--- src/rtl/appsp_pkg.sv ---
// Shared types and constants of the ASCII PPM P3 stream parser.
// Holds the request, response and internal command formats and the byte codes.
// No dependencies.
`default_nettype none

package appsp_pkg;

   // Defaults for the top-level parameters
   localparam int MAX_DIMENSION_DEF = 4096;
   localparam int FRACTION_BITS_DEF = 16;

   // Depth of the command queue between parser and back end (power of two)
   localparam int CMD_DEPTH = 4;

   // Result kinds
   localparam logic [2:0] KIND_WIDTH  = 3'd0;
   localparam logic [2:0] KIND_HEIGHT = 3'd1;
   localparam logic [2:0] KIND_MAXVAL = 3'd2;
   localparam logic [2:0] KIND_RED    = 3'd3;
   localparam logic [2:0] KIND_GREEN  = 3'd4;
   localparam logic [2:0] KIND_BLUE   = 3'd5;
   localparam logic [2:0] KIND_ERROR  = 3'd6;

   // Error codes
   localparam logic [2:0] ERR_NONE        = 3'd0;
   localparam logic [2:0] ERR_BAD_MAGIC   = 3'd1;
   localparam logic [2:0] ERR_MALFORMED   = 3'd2;
   localparam logic [2:0] ERR_UNSUPPORTED = 3'd3;
   localparam logic [2:0] ERR_BAD_SAMPLE  = 3'd4;

   // Character codes
   localparam logic [7:0] CH_SPACE = 8'h20;
   localparam logic [7:0] CH_TAB   = 8'h09;
   localparam logic [7:0] CH_LF    = 8'h0A;
   localparam logic [7:0] CH_VT    = 8'h0B;
   localparam logic [7:0] CH_FF    = 8'h0C;
   localparam logic [7:0] CH_CR    = 8'h0D;
   localparam logic [7:0] CH_HASH  = 8'h23;
   localparam logic [7:0] CH_PLUS  = 8'h2B;
   localparam logic [7:0] CH_MINUS = 8'h2D;
   localparam logic [7:0] CH_ZERO  = 8'h30;
   localparam logic [7:0] CH_NINE  = 8'h39;
   localparam logic [7:0] CH_THREE = 8'h33;
   localparam logic [7:0] CH_P     = 8'h50;

   // Largest header value reported
   localparam logic [16:0] REPORT_MAX = 17'h1FFFF;

   typedef struct packed {
      logic [7:0] stream_byte;
      logic       end_of_stream;
   } req_type;

   typedef struct packed {
      logic [2:0]  kind;
      logic [16:0] value;
      logic [2:0]  error_code;
      logic        last_of_image;
   } rsp_type;

   // One unit of work for the back end; a divide command carries the
   // clamped sample in value[15:0] and the max value in divisor
   typedef struct packed {
      logic        is_div;
      logic [2:0]  kind;
      logic [16:0] value;
      logic [2:0]  code;
      logic        last;
      logic [15:0] divisor;
   } cmd_type;

   // Up to two commands produced by one input byte
   typedef struct packed {
      logic [1:0] count;
      cmd_type    first;
      cmd_type    second;
   } cmd_pair_type;

endpackage

`default_nettype wire

--- src/rtl/appsp_front.sv ---
// Front end: tokenizes the byte stream and runs the header and sample phases.
// Produces up to two commands per byte for the back end. Uses appsp_pkg.
`default_nettype none

module appsp_front #(
   parameter int MAX_DIMENSION = appsp_pkg::MAX_DIMENSION_DEF
) (
   input  wire                     clock,
   input  wire                     reset,
   input  appsp_pkg::req_type      req_item,
   input  wire                     accept,
   output appsp_pkg::cmd_pair_type cmds
);
   import appsp_pkg::*;

   localparam int DIM_W = $clog2(MAX_DIMENSION + 1);
   localparam int PIX_W = 2 * DIM_W;

   localparam logic [2:0] PH_MAGIC   = 3'd0;
   localparam logic [2:0] PH_WIDTH   = 3'd1;
   localparam logic [2:0] PH_HEIGHT  = 3'd2;
   localparam logic [2:0] PH_MAXV    = 3'd3;
   localparam logic [2:0] PH_SAMPLES = 3'd4;
   localparam logic [2:0] PH_DONE    = 3'd5;
   localparam logic [2:0] PH_ERROR   = 3'd6;

   logic [2:0]       phase_ff, phase_in;
   logic [31:0]      tok_ff, tok_in;
   logic             tin_ff, tin_in;
   logic             neg_ff, neg_in;
   logic             dig_ff, dig_in;
   logic             bad_ff, bad_in;
   logic             cmt_ff, cmt_in;
   logic [1:0]       mpos_ff, mpos_in;
   logic [DIM_W-1:0] wid_ff, wid_in;
   logic [DIM_W-1:0] hgt_ff, hgt_in;
   logic [15:0]      max_ff, max_in;
   logic [PIX_W-1:0] left_ff, left_in;
   logic [1:0]       chan_ff, chan_in;

   logic [7:0]       ch;
   logic             eos;
   logic             is_space;
   logic             is_digit;
   logic [35:0]      acc;
   logic             acc_over;
   logic             tok_ok;
   logic             tok_pos;
   logic [16:0]      hdr_rep;
   logic             dim_ok;
   logic             max_ok;
   logic [15:0]      samp;
   logic [PIX_W-1:0] left_dec;

   function automatic cmd_type direct_cmd(logic [2:0] kind, logic [16:0] value,
                                          logic [2:0] code);
      cmd_type c;
      c         = '0;
      c.kind    = kind;
      c.value   = value;
      c.code    = code;
      return c;
   endfunction

   // Classify the byte
   assign ch       = req_item.stream_byte;
   assign eos      = req_item.end_of_stream;
   assign is_space = (ch == CH_SPACE) || (ch == CH_TAB) || (ch == CH_LF) ||
                     (ch == CH_VT) || (ch == CH_FF) || (ch == CH_CR);
   assign is_digit = (ch >= CH_ZERO) && (ch <= CH_NINE);

   // Accumulate one decimal digit, saturating just past 2^31
   assign acc      = ({4'd0, tok_ff} << 3) + ({4'd0, tok_ff} << 1) + 36'(ch[3:0]);
   assign acc_over = acc > 36'h0_8000_0000;

   // Decode the finished token
   assign tok_ok  = !bad_ff && dig_ff && (neg_ff || !tok_ff[31]);
   assign tok_pos = !neg_ff && (tok_ff != 32'd0);
   assign hdr_rep = neg_ff ? 17'd0 :
                    ((tok_ff > 32'(REPORT_MAX)) ? REPORT_MAX : tok_ff[16:0]);
   assign dim_ok  = tok_pos && (tok_ff <= 32'(MAX_DIMENSION));
   assign max_ok  = tok_pos && (tok_ff[31:16] == 16'd0);
   assign samp    = neg_ff ? 16'd0 :
                    ((tok_ff > 32'(max_ff)) ? max_ff : tok_ff[15:0]);
   assign left_dec = (left_ff != '0) ? left_ff - PIX_W'(1) : left_ff;

   // Next state and commands
   always_comb begin
      logic       fin;
      logic [1:0] n;
      cmd_type    e;

      phase_in = phase_ff;
      tok_in   = tok_ff;
      tin_in   = tin_ff;
      neg_in   = neg_ff;
      dig_in   = dig_ff;
      bad_in   = bad_ff;
      cmt_in   = cmt_ff;
      mpos_in  = mpos_ff;
      wid_in   = wid_ff;
      hgt_in   = hgt_ff;
      max_in   = max_ff;
      left_in  = left_ff;
      chan_in  = chan_ff;
      cmds     = '0;
      fin      = 1'b0;
      n        = 2'd0;
      e        = '0;

      // Tokenize the byte
      if (accept) begin
         if (eos) begin
            fin = (phase_ff < PH_DONE) && tin_ff && !cmt_ff;
         end else if (phase_ff < PH_DONE) begin
            if (cmt_ff) begin
               if (ch == CH_LF) begin
                  cmt_in = 1'b0;
                  tin_in = 1'b0;
                  neg_in = 1'b0;
                  dig_in = 1'b0;
                  bad_in = 1'b0;
               end
            end else if (is_space) begin
               fin = tin_ff;
            end else if (!tin_ff && (ch == CH_HASH)) begin
               cmt_in = 1'b1;
            end else begin
               tin_in = 1'b1;
               if (phase_ff == PH_MAGIC) begin
                  if ((mpos_ff == 2'd0) && (ch == CH_P)) begin
                     mpos_in = 2'd1;
                  end else if ((mpos_ff == 2'd1) && (ch == CH_THREE)) begin
                     mpos_in = 2'd2;
                  end else begin
                     bad_in = 1'b1;
                  end
               end else if (!tin_ff && ((ch == CH_PLUS) || (ch == CH_MINUS))) begin
                  if (ch == CH_MINUS) begin
                     neg_in = 1'b1;
                  end
               end else if (is_digit) begin
                  dig_in = 1'b1;
                  if (acc_over) begin
                     bad_in = 1'b1;
                     tok_in = 32'h8000_0001;
                  end else begin
                     tok_in = acc[31:0];
                  end
               end else begin
                  bad_in = 1'b1;
               end
            end
         end
      end

      // Finish the pending token
      if (fin) begin
         tok_in  = '0;
         tin_in  = 1'b0;
         neg_in  = 1'b0;
         dig_in  = 1'b0;
         bad_in  = 1'b0;
         cmt_in  = 1'b0;
         mpos_in = 2'd0;
         case (phase_ff)
            PH_MAGIC: begin
               if (!bad_ff && (mpos_ff == 2'd2)) begin
                  phase_in = PH_WIDTH;
               end else begin
                  cmds.first = direct_cmd(KIND_ERROR, 17'd0, ERR_BAD_MAGIC);
                  n          = 2'd1;
                  phase_in   = PH_ERROR;
               end
            end
            PH_WIDTH: begin
               if (!tok_ok) begin
                  cmds.first = direct_cmd(KIND_ERROR, 17'd0, ERR_MALFORMED);
                  phase_in   = PH_ERROR;
               end else begin
                  cmds.first = direct_cmd(KIND_WIDTH, hdr_rep, ERR_NONE);
                  wid_in     = dim_ok ? tok_ff[DIM_W-1:0] : '0;
                  phase_in   = PH_HEIGHT;
               end
               n = 2'd1;
            end
            PH_HEIGHT: begin
               if (!tok_ok) begin
                  cmds.first = direct_cmd(KIND_ERROR, 17'd0, ERR_MALFORMED);
                  phase_in   = PH_ERROR;
               end else begin
                  cmds.first = direct_cmd(KIND_HEIGHT, hdr_rep, ERR_NONE);
                  hgt_in     = dim_ok ? tok_ff[DIM_W-1:0] : '0;
                  phase_in   = PH_MAXV;
               end
               n = 2'd1;
            end
            PH_MAXV: begin
               if (!tok_ok) begin
                  cmds.first = direct_cmd(KIND_ERROR, 17'd0, ERR_MALFORMED);
                  phase_in   = PH_ERROR;
                  n          = 2'd1;
               end else begin
                  cmds.first = direct_cmd(KIND_MAXVAL, hdr_rep, ERR_NONE);
                  max_in     = max_ok ? tok_ff[15:0] : 16'd0;
                  n          = 2'd1;
                  if ((wid_ff == '0) || (hgt_ff == '0) || !max_ok) begin
                     cmds.second = direct_cmd(KIND_ERROR, 17'd0, ERR_UNSUPPORTED);
                     n           = 2'd2;
                     phase_in    = PH_ERROR;
                  end else begin
                     left_in  = PIX_W'(wid_ff) * PIX_W'(hgt_ff);
                     chan_in  = 2'd0;
                     phase_in = PH_SAMPLES;
                  end
               end
            end
            PH_SAMPLES: begin
               if (!tok_ok || (max_ff == 16'd0)) begin
                  cmds.first = direct_cmd(KIND_ERROR, 17'd0, ERR_BAD_SAMPLE);
                  phase_in   = PH_ERROR;
               end else begin
                  e         = '0;
                  e.is_div  = 1'b1;
                  e.kind    = KIND_RED + {1'b0, chan_ff};
                  e.value   = {1'b0, samp};
                  e.code    = ERR_NONE;
                  e.last    = (left_ff == PIX_W'(1)) && (chan_ff == 2'd2);
                  e.divisor = max_ff;
                  cmds.first = e;
                  if (chan_ff >= 2'd2) begin
                     chan_in = 2'd0;
                     left_in = left_dec;
                     if (left_dec == '0) begin
                        phase_in = PH_DONE;
                     end
                  end else begin
                     chan_in = chan_ff + 2'd1;
                  end
               end
               n = 2'd1;
            end
            default: begin
            end
         endcase
      end

      // On end of stream, raise an error unless the image is done or already in error, and return to reset state
      if (accept && eos) begin
         e = '0;
         case (phase_in)
            PH_MAGIC: e = direct_cmd(KIND_ERROR, 17'd0, ERR_BAD_MAGIC);
            PH_WIDTH, PH_HEIGHT, PH_MAXV: e = direct_cmd(KIND_ERROR, 17'd0, ERR_MALFORMED);
            PH_SAMPLES: e = direct_cmd(KIND_ERROR, 17'd0, ERR_BAD_SAMPLE);
            default: e = '0;
         endcase
         if ((phase_in == PH_MAGIC) || (phase_in == PH_WIDTH) ||
             (phase_in == PH_HEIGHT) || (phase_in == PH_MAXV) ||
             (phase_in == PH_SAMPLES)) begin
            if (n == 2'd0) begin
               cmds.first = e;
            end else begin
               cmds.second = e;
            end
            n = n + 2'd1;
         end
         phase_in = PH_MAGIC;
         tok_in   = '0;
         tin_in   = 1'b0;
         neg_in   = 1'b0;
         dig_in   = 1'b0;
         bad_in   = 1'b0;
         cmt_in   = 1'b0;
         mpos_in  = 2'd0;
         wid_in   = '0;
         hgt_in   = '0;
         max_in   = 16'd0;
         left_in  = '0;
         chan_in  = 2'd0;
      end

      cmds.count = n;
   end

   // Hold parser state
   always_ff @(posedge clock) begin
      if (reset) begin
         phase_ff <= PH_MAGIC;
         tok_ff   <= '0;
         tin_ff   <= 1'b0;
         neg_ff   <= 1'b0;
         dig_ff   <= 1'b0;
         bad_ff   <= 1'b0;
         cmt_ff   <= 1'b0;
         mpos_ff  <= 2'd0;
         wid_ff   <= '0;
         hgt_ff   <= '0;
         max_ff   <= 16'd0;
         left_ff  <= '0;
         chan_ff  <= 2'd0;
      end else begin
         phase_ff <= phase_in;
         tok_ff   <= tok_in;
         tin_ff   <= tin_in;
         neg_ff   <= neg_in;
         dig_ff   <= dig_in;
         bad_ff   <= bad_in;
         cmt_ff   <= cmt_in;
         mpos_ff  <= mpos_in;
         wid_ff   <= wid_in;
         hgt_ff   <= hgt_in;
         max_ff   <= max_in;
         left_ff  <= left_in;
         chan_ff  <= chan_in;
      end
   end

endmodule

`default_nettype wire

--- src/rtl/appsp_cmd_fifo.sv ---
// Command queue between parser front end and back end.
// Takes up to two commands per cycle, gives one per cycle. Uses appsp_pkg.
`default_nettype none

module appsp_cmd_fifo (
   input  wire                     clock,
   input  wire                     reset,
   input  appsp_pkg::cmd_pair_type cmds,
   output logic                    room,
   output appsp_pkg::cmd_type      head,
   output logic                    avail,
   input  wire                     take
);
   import appsp_pkg::*;

   localparam int PTR_W = $clog2(CMD_DEPTH);
   localparam int CNT_W = $clog2(CMD_DEPTH + 1);

   cmd_type          slot_ff [CMD_DEPTH];
   cmd_type          slot_in [CMD_DEPTH];
   logic [PTR_W-1:0] wptr_ff, wptr_in;
   logic [PTR_W-1:0] rptr_ff, rptr_in;
   logic [CNT_W-1:0] cnt_ff, cnt_in;
   logic [PTR_W-1:0] wnext;

   assign room  = cnt_ff <= CNT_W'(CMD_DEPTH - 2);
   assign avail = cnt_ff != '0;
   assign head  = slot_ff[rptr_ff];
   assign wnext = wptr_ff + PTR_W'(1);

   // Write up to two entries, advance the pointers
   always_comb begin
      slot_in = slot_ff;
      if (cmds.count != 2'd0) begin
         slot_in[wptr_ff] = cmds.first;
      end
      if (cmds.count == 2'd2) begin
         slot_in[wnext] = cmds.second;
      end
      wptr_in = wptr_ff + PTR_W'(cmds.count);
      rptr_in = (take && avail) ? rptr_ff + PTR_W'(1) : rptr_ff;
      cnt_in  = cnt_ff + CNT_W'(cmds.count) - CNT_W'(take && avail);
   end

   always_ff @(posedge clock) begin
      slot_ff <= slot_in;
      if (reset) begin
         wptr_ff <= '0;
         rptr_ff <= '0;
         cnt_ff  <= '0;
      end else begin
         wptr_ff <= wptr_in;
         rptr_ff <= rptr_in;
         cnt_ff  <= cnt_in;
      end
   end

endmodule

`default_nettype wire

--- src/rtl/appsp_back.sv ---
// Back end: carries out queued commands and holds the result register.
// Normalizes samples with a one-bit-per-cycle restoring divider. Uses appsp_pkg.
`default_nettype none

module appsp_back #(
   parameter int FRACTION_BITS = appsp_pkg::FRACTION_BITS_DEF
) (
   input  wire                 clock,
   input  wire                 reset,
   input  appsp_pkg::cmd_type  head,
   input  wire                 avail,
   output logic                take,
   output appsp_pkg::rsp_type  rsp_item,
   output logic                empty,
   input  wire                 pop
);
   import appsp_pkg::*;

   localparam int QW   = FRACTION_BITS + 1;
   localparam int CW   = $clog2(QW + 1);

   localparam logic BK_IDLE = 1'b0;
   localparam logic BK_DIV  = 1'b1;

   logic          bk_ff, bk_in;
   logic [16:0]   rem_ff, rem_in;
   logic [15:0]   div_ff, div_in;
   logic [QW-1:0] quo_ff, quo_in;
   logic [CW-1:0] step_ff, step_in;
   logic [2:0]    kind_ff, kind_in;
   logic          last_ff, last_in;
   logic          ov_ff, ov_in;
   rsp_type       out_ff, out_in;

   logic          out_free;
   logic          ge;
   logic [16:0]   rdiff;
   logic [QW+16:0] quo_ext;

   assign out_free = !ov_ff || pop;
   assign empty    = !ov_ff;
   assign rsp_item = out_ff;

   // One restoring division step
   assign ge      = rem_ff >= {1'b0, div_ff};
   assign rdiff   = ge ? rem_ff - {1'b0, div_ff} : rem_ff;
   assign quo_ext = {17'd0, quo_ff};

   always_comb begin
      bk_in   = bk_ff;
      rem_in  = rem_ff;
      div_in  = div_ff;
      quo_in  = quo_ff;
      step_in = step_ff;
      kind_in = kind_ff;
      last_in = last_ff;
      out_in  = out_ff;
      ov_in   = ov_ff && !pop;
      take    = 1'b0;
      case (bk_ff)
         BK_IDLE: begin
            // Start a division, or pass a direct result to the output
            if (avail && head.is_div) begin
               take    = 1'b1;
               rem_in  = head.value;
               div_in  = head.divisor;
               quo_in  = '0;
               step_in = CW'(QW);
               kind_in = head.kind;
               last_in = head.last;
               bk_in   = BK_DIV;
            end else if (avail && out_free) begin
               take                 = 1'b1;
               out_in.kind          = head.kind;
               out_in.value         = head.value;
               out_in.error_code    = head.code;
               out_in.last_of_image = head.last;
               ov_in                = 1'b1;
            end
         end
         BK_DIV: begin
            // Iterate, then deliver the quotient when the output frees up
            if (step_ff != '0) begin
               quo_in  = {quo_ff[QW-2:0], ge};
               rem_in  = {rdiff[15:0], 1'b0};
               step_in = step_ff - CW'(1);
            end else if (out_free) begin
               out_in.kind          = kind_ff;
               out_in.value         = quo_ext[16:0];
               out_in.error_code    = ERR_NONE;
               out_in.last_of_image = last_ff;
               ov_in                = 1'b1;
               bk_in                = BK_IDLE;
            end
         end
         default: bk_in = BK_IDLE;
      endcase
   end

   always_ff @(posedge clock) begin
      rem_ff  <= rem_in;
      div_ff  <= div_in;
      quo_ff  <= quo_in;
      kind_ff <= kind_in;
      last_ff <= last_in;
      out_ff  <= out_in;
      if (reset) begin
         bk_ff   <= BK_IDLE;
         step_ff <= '0;
         ov_ff   <= 1'b0;
      end else begin
         bk_ff   <= bk_in;
         step_ff <= step_in;
         ov_ff   <= ov_in;
      end
   end

endmodule

`default_nettype wire

--- src/rtl/ascii_ppm_p3_stream_parser_top.sv ---
// ASCII PPM P3 stream parser. The front end takes one byte per cycle while the
// command queue has room for two entries; a header or error result passes
// through the command queue and the output register to the result ports, a sample
// also through the bit-serial divider in the back end. The back end takes no new
// command while the divider works on a sample; the full queue then holds off bytes.
// Reset (synchronous, active high) clears parser state, queue and output.
`default_nettype none

module ascii_ppm_p3_stream_parser_top #(
   parameter int MAX_DIMENSION = appsp_pkg::MAX_DIMENSION_DEF,
   parameter int FRACTION_BITS = appsp_pkg::FRACTION_BITS_DEF
) (
   input  wire                clock,
   input  wire                reset,
   input  wire                push,
   output logic               full,
   input  appsp_pkg::req_type req_item,
   output logic               empty,
   input  wire                pop,
   output appsp_pkg::rsp_type rsp_item
);
   import appsp_pkg::*;

   cmd_pair_type cmds;
   cmd_type      head;
   logic         room;
   logic         avail;
   logic         take;
   logic         accept;

   assign full   = !room;
   assign accept = push && room;

   // Parse bytes into commands
   appsp_front #(
      .MAX_DIMENSION(MAX_DIMENSION)
   ) u_front (
      .clock   (clock),
      .reset   (reset),
      .req_item(req_item),
      .accept  (accept),
      .cmds    (cmds)
   );

   // Queue commands
   appsp_cmd_fifo u_fifo (
      .clock(clock),
      .reset(reset),
      .cmds (cmds),
      .room (room),
      .head (head),
      .avail(avail),
      .take (take)
   );

   // Execute commands and hold the result
   appsp_back #(
      .FRACTION_BITS(FRACTION_BITS)
   ) u_back (
      .clock   (clock),
      .reset   (reset),
      .head    (head),
      .avail   (avail),
      .take    (take),
      .rsp_item(rsp_item),
      .empty   (empty),
      .pop     (pop)
   );

endmodule

`default_nettype wire
--- config.mk ---
export PLATFORM = sky130hd
export DESIGN_NAME = ascii_ppm_p3_stream_parser_top
export DESIGN_NICKNAME = d
export VERILOG_FILES = /design/src/rtl/appsp_pkg.sv /design/src/rtl/appsp_front.sv /design/src/rtl/appsp_cmd_fifo.sv /design/src/rtl/appsp_back.sv /design/src/rtl/ascii_ppm_p3_stream_parser_top.sv
export SDC_FILE = /design/constraint.sdc
export NUM_CORES = 1
export LEC_CHECK = 0
export BUFFER_PORTS_ARGS = -buffer_cell sky130_fd_sc_hd__buf_2
export CORE_MARGIN = 10
export CORE_UTILIZATION = 55
export CTS_BUF_LIST = sky130_fd_sc_hd__clkbuf_2
export DETAILED_ROUTE_END_ITERATION = 16
export GPL_ROUTABILITY_DRIVEN = 0
export GPL_TIMING_DRIVEN = 0
export PLACE_DENSITY_LB_ADDON = 0.12
export SLEW_MARGIN = 15
export SYNTH_ARGS = -nofsm -noshare
export SYNTH_HDL_FRONTEND = slang
export SYNTH_SLANG_ARGS = --single-unit
--- constraint.sdc ---
create_clock -name clock -period 5.8 [get_ports clock]
set_input_delay 0.87 -clock clock [delete_from_list [all_inputs] [get_ports clock]]
set_output_delay 0.87 -clock clock [all_outputs]
set_load 0.005 [all_outputs]
==> flow_metrics.env <==
export IMPL_critical_path_arrival_ps=6680
export IMPL_die_h_microns=237
export IMPL_drt_first_pass_iters=8
export IMPL_io_pin_count=39
export IMPL_max_cap_viols=0
export IMPL_worst_ir_drop_vdd_uv=311
export IMPL_wl_met2_mm=36.9
export IMPL_finClkSkew_ps=95.9
export IMPL_ctsHoldBuffers=0
export IMPL_first_pass_grt_wire_length_mm=119
export IMPL_worst_slew_pin_slew_ps=1120
export IMPL_post_synth_instance_area_sq_mm=0.0259
export IMPL_nFillCells=3979
export IMPL_proportion_of_layout_cells_with_a_drive_suffix_above_1_pct=15.1
export IMPL_grt_setup_unrepaired="true"
export IMPL_post_drt_via_cell_ratio=6.00
export IMPL_synth_distinct_cells=85
export IMPL_timing_hold_violations_final=0
export IMPL_dp_slack_ps=-1520
export IMPL_dr_max_layer_used="met5"
export IMPL_p_per_area_mw_per_mm2=193
export IMPL_timing_worst_setup_path_type="reg -> reg"
export IMPL_htree_num_levels=3
export IMPL_clock_sink_count=368
export IMPL_min_period_ps=5790
export IMPL_postSynthRegisterBits=368
export IMPL_finish_stage_setup_viols=0
export IMPL_layout_cells_most_common_list="sky130_fd_sc_hd__nor2_1 (360), sky130_fd_sc_hd__dfxtp_1 (265), sky130_fd_sc_hd__nand2_1 (261), sky130_fd_sc_hd__mux2i_1 (193), sky130_fd_sc_hd__inv_1 (192)"
export IMPL_timing_final_crit_share_pct=99.9
export IMPL_cts_buffers=97
export IMPL_post_route_cell_area_sq_mm=0.0289
export IMPL_crit_path_start_kind="flop"
export IMPL_layout_nets=3362
export IMPL_cts_tree="yes"
export IMPL_leakage_power_nw=12.5
export IMPL_first_global_vias=21900
export IMPL_critPathCaptureType="flop"
export IMPL_grt_usage_pct=26.2
export IMPL_synth_net_count=3173
export IMPL_clock_fmax_mhz=173
export IMPL_clock_tree_buf_depth=3
export IMPL_synth_area_per_cell_sq_um=9.07
export IMPL_fp_row_count=79
export IMPL_drt_iter0_drc=1687
export IMPL_cp_data_required_time_ps=6690
export IMPL_initial_core_util_pct=55.6
export IMPL_dr_wl_met3_mm=5.05
export IMPL_drcViolationCount=0
export IMPL_detail_route_wl_per_cell_microns=20.4
export IMPL_synth_enable_flop_cells=78
export IMPL_floorplan_core_area_sq_mm=0.0466
export IMPL_globalRouteOverflowTotal=0
export IMPL_synth_async_reset_ratio_pct=0
export IMPL_fp_dieW_microns=237
export IMPL_seq_area_frac_synth_pct=31.5
export IMPL_worst_skew_pair_late_latency_ps=1100
export IMPL_finalWirelength_mm=76.0
export IMPL_clk_pin_slew_ps=100
export IMPL_grt_antenna_before_repair=2
export IMPL_num_vias=22400
export IMPL_die_area_sq_mm=0.0562
export IMPL_worst_slack_ps=6.83
export IMPL_outcome="complete, no violations"
export IMPL_path_max_fanout=5
export IMPL_grt_start_max_net_pins=23
export IMPL_ys_flop_type="sky130_fd_sc_hd__dfxtp_1"
export IMPL_io_buffer_count=38
export IMPL_slew_limit_headroom_pct=25.6
export IMPL_dpl_cell_area_sq_mm=0.0269
export IMPL_areaGrowthSynthToFinish_pct=11.5
export IMPL_root_buffer="sky130_fd_sc_hd__clkbuf_2"
export IMPL_holdWs_ps=150
export IMPL_layout_cells_most_common="sky130_fd_sc_hd__nor2_1"
export IMPL_syn_inst=2856
export IMPL_detailed_place_hpwl_mm=57.0
export IMPL_route_antenna_remaining_nets=0
export IMPL_wl_met1_mm=30.9
export IMPL_yosys_warnings=0
export IMPL_worstHoldPathType="in -> reg"
export IMPL_report_final_slew_viol_count=0
==> critical path, stage by stage (launching register included) <==
cell and delay (ps):
sky130_fd_sc_hd__dfxtp_4 410, sky130_fd_sc_hd__buf_12 110, sky130_fd_sc_hd__clkbuf_16 120, sky130_fd_sc_hd__nand2_1 60, sky130_fd_sc_hd__fa_1 480, sky130_fd_sc_hd__inv_1 70
sky130_fd_sc_hd__fa_2 570, sky130_fd_sc_hd__fa_1 440, sky130_fd_sc_hd__fa_2 550, sky130_fd_sc_hd__fa_1 450, sky130_fd_sc_hd__ha_4 260, sky130_fd_sc_hd__and3_4 170
sky130_fd_sc_hd__a21oi_2 110, sky130_fd_sc_hd__o211ai_1 160, sky130_fd_sc_hd__nand3_2 130, sky130_fd_sc_hd__a31oi_4 120, sky130_fd_sc_hd__a21oi_2 220, sky130_fd_sc_hd__o21ai_2 100
sky130_fd_sc_hd__a2111oi_2 390, sky130_fd_sc_hd__nor3_2 120, sky130_fd_sc_hd__xnor2_2 410, sky130_fd_sc_hd__o22ai_1 150
==> registers in the layout, summed over array words and instances, names as in the netlist, 3 cells and up <==
register / cells
u_fifo.slot_ff: 164
u_front.tok_ff: 32
u_front.left_ff: 26
u_back.rsp_item: 24
u_back.quo_ff: 17
u_back.rem_ff: 17
u_back.div_ff: 16
u_front.max_ff: 16
u_front.hgt_ff: 13
u_front.wid_ff: 13
u_back.step_ff: 5
u_back.kind_ff: 3
u_fifo.cnt_ff: 3
u_front.phase_ff: 3
==> cells in the mapped netlist (all sizes together), types with 6 or more instances <==
cell type / instances / area (sq um)
buf: 30 / 178
nand4: 26 / 169
fa: 125 / 2500
nor2: 361 / 1360
xnor2: 44 / 385
nor4: 38 / 280
nand2: 272 / 1020
a31oi: 17 / 106
a31o: 6 / 52.6
o21a: 26 / 195
o21bai: 13 / 105
inv: 197 / 739
mux2i: 193 / 1930
nor3b: 8 / 60.1
nand3: 53 / 265
nand2b: 29 / 181
or2: 12 / 75.1
nor2b: 17 / 106
clkbuf: 113 / 424
a21boi: 7 / 52.6
a2111oi: 9 / 97.6
o22ai: 6 / 37.5
and2: 102 / 638
edfxtp: 78 / 2340
o21ai: 99 / 507
nor3: 75 / 385
a21o: 31 / 233
dfxtp: 290 / 5810
o31ai: 26 / 195
mux4: 41 / 923
a21oi: 153 / 766
o211ai: 9 / 67.6
or3: 9 / 56.3
and3: 12 / 75.1
ha: 179 / 2240
a211oi: 26 / 215
a22o: 18 / 158
or4: 12 / 101
and4: 7 / 61.3
xor2: 20 / 175
==> path summary, 6_finish.rpt <==
path | cells after the start | endpoint | from | slack [ps]
setup / recovery | 21 | u_front.left_ff[25] | u_front.hgt_ff[1] | 7
hold / removal | 2 | u_fifo.cnt_ff[0] | reset | 150
setup reg to reg | 21 | u_front.left_ff[25] | u_front.hgt_ff[1] | 7
hold reg to reg | 2 | u_fifo.slot_ff[12] | u_fifo.slot_ff[12] | 500
==> stage by stage <==
stage,cells,utilization (%),setup TNS (ps),power (mW)
floorplan,2856,-,0,3.43
global placement,3501,57.7,-29800,3.72
detailed placement,3503,57.8,-9710,3.75
CTS,3683,60.7,-15.0,5.62
global route,3728,62.0,-421,5.83
finish,3728,62.0,0,5.56
==> report_power, final <==
group / internal [mW] / switching [mW] / total, mW
Sequential: 2.76 / 0.0515 / 2.81
Combinational: 0.340 / 0.529 / 0.869
Clock: 0.747 / 1.14 / 1.88
==> per-layer routing <==
| layer | global-route usage (%) | up-vias |
|---|---|---|
| li1 | - | 10400 |
| met2 | 44.1 | 854 |
| met3 | 4.20 | 210 |
| met1 | 32.5 | 10900 |
| met4 | 11.5 | 2 |
| met5 | 0 | - |
==> kinds of logic after synthesis <==
kind of cell / Yosys count / synth area share, %
compound gates: 489 / 12.3
xor+xnor: 64 / 2.17
fa+ha+maj: 304 / 18.3
buf+inv: 340 / 5.18
simple gates: 1056 / 19.5
flops: 368 / 31.5
mux: 235 / 11.1
==> repair_timing <==
item | 4_1_cts | 5_1_grt
gates resized for setup | 133 | 85
pin swaps | 18 | 60
endpoints found under the setup margin | 9 | 17
buffers inserted | 7 | 46
gates cloned | 0 | 3
==> final cells by class <==
cell class	count	area (sq um)	share of cell area (%)
Buffer	137	767	2.66
Inverter	197	739	2.56
Timing Repair Buffer	96	722	2.50
Sequential cell	368	8230	28.5
Tap cell	607	759	2.63
Clock buffer	139	696	2.41
Clock inverter	34	213	0.737
Antenna cell	2	5.00	0.0173
Multi-Input combinational cell	2148	16800	58.0
Power figures use the tool's default switching activity.
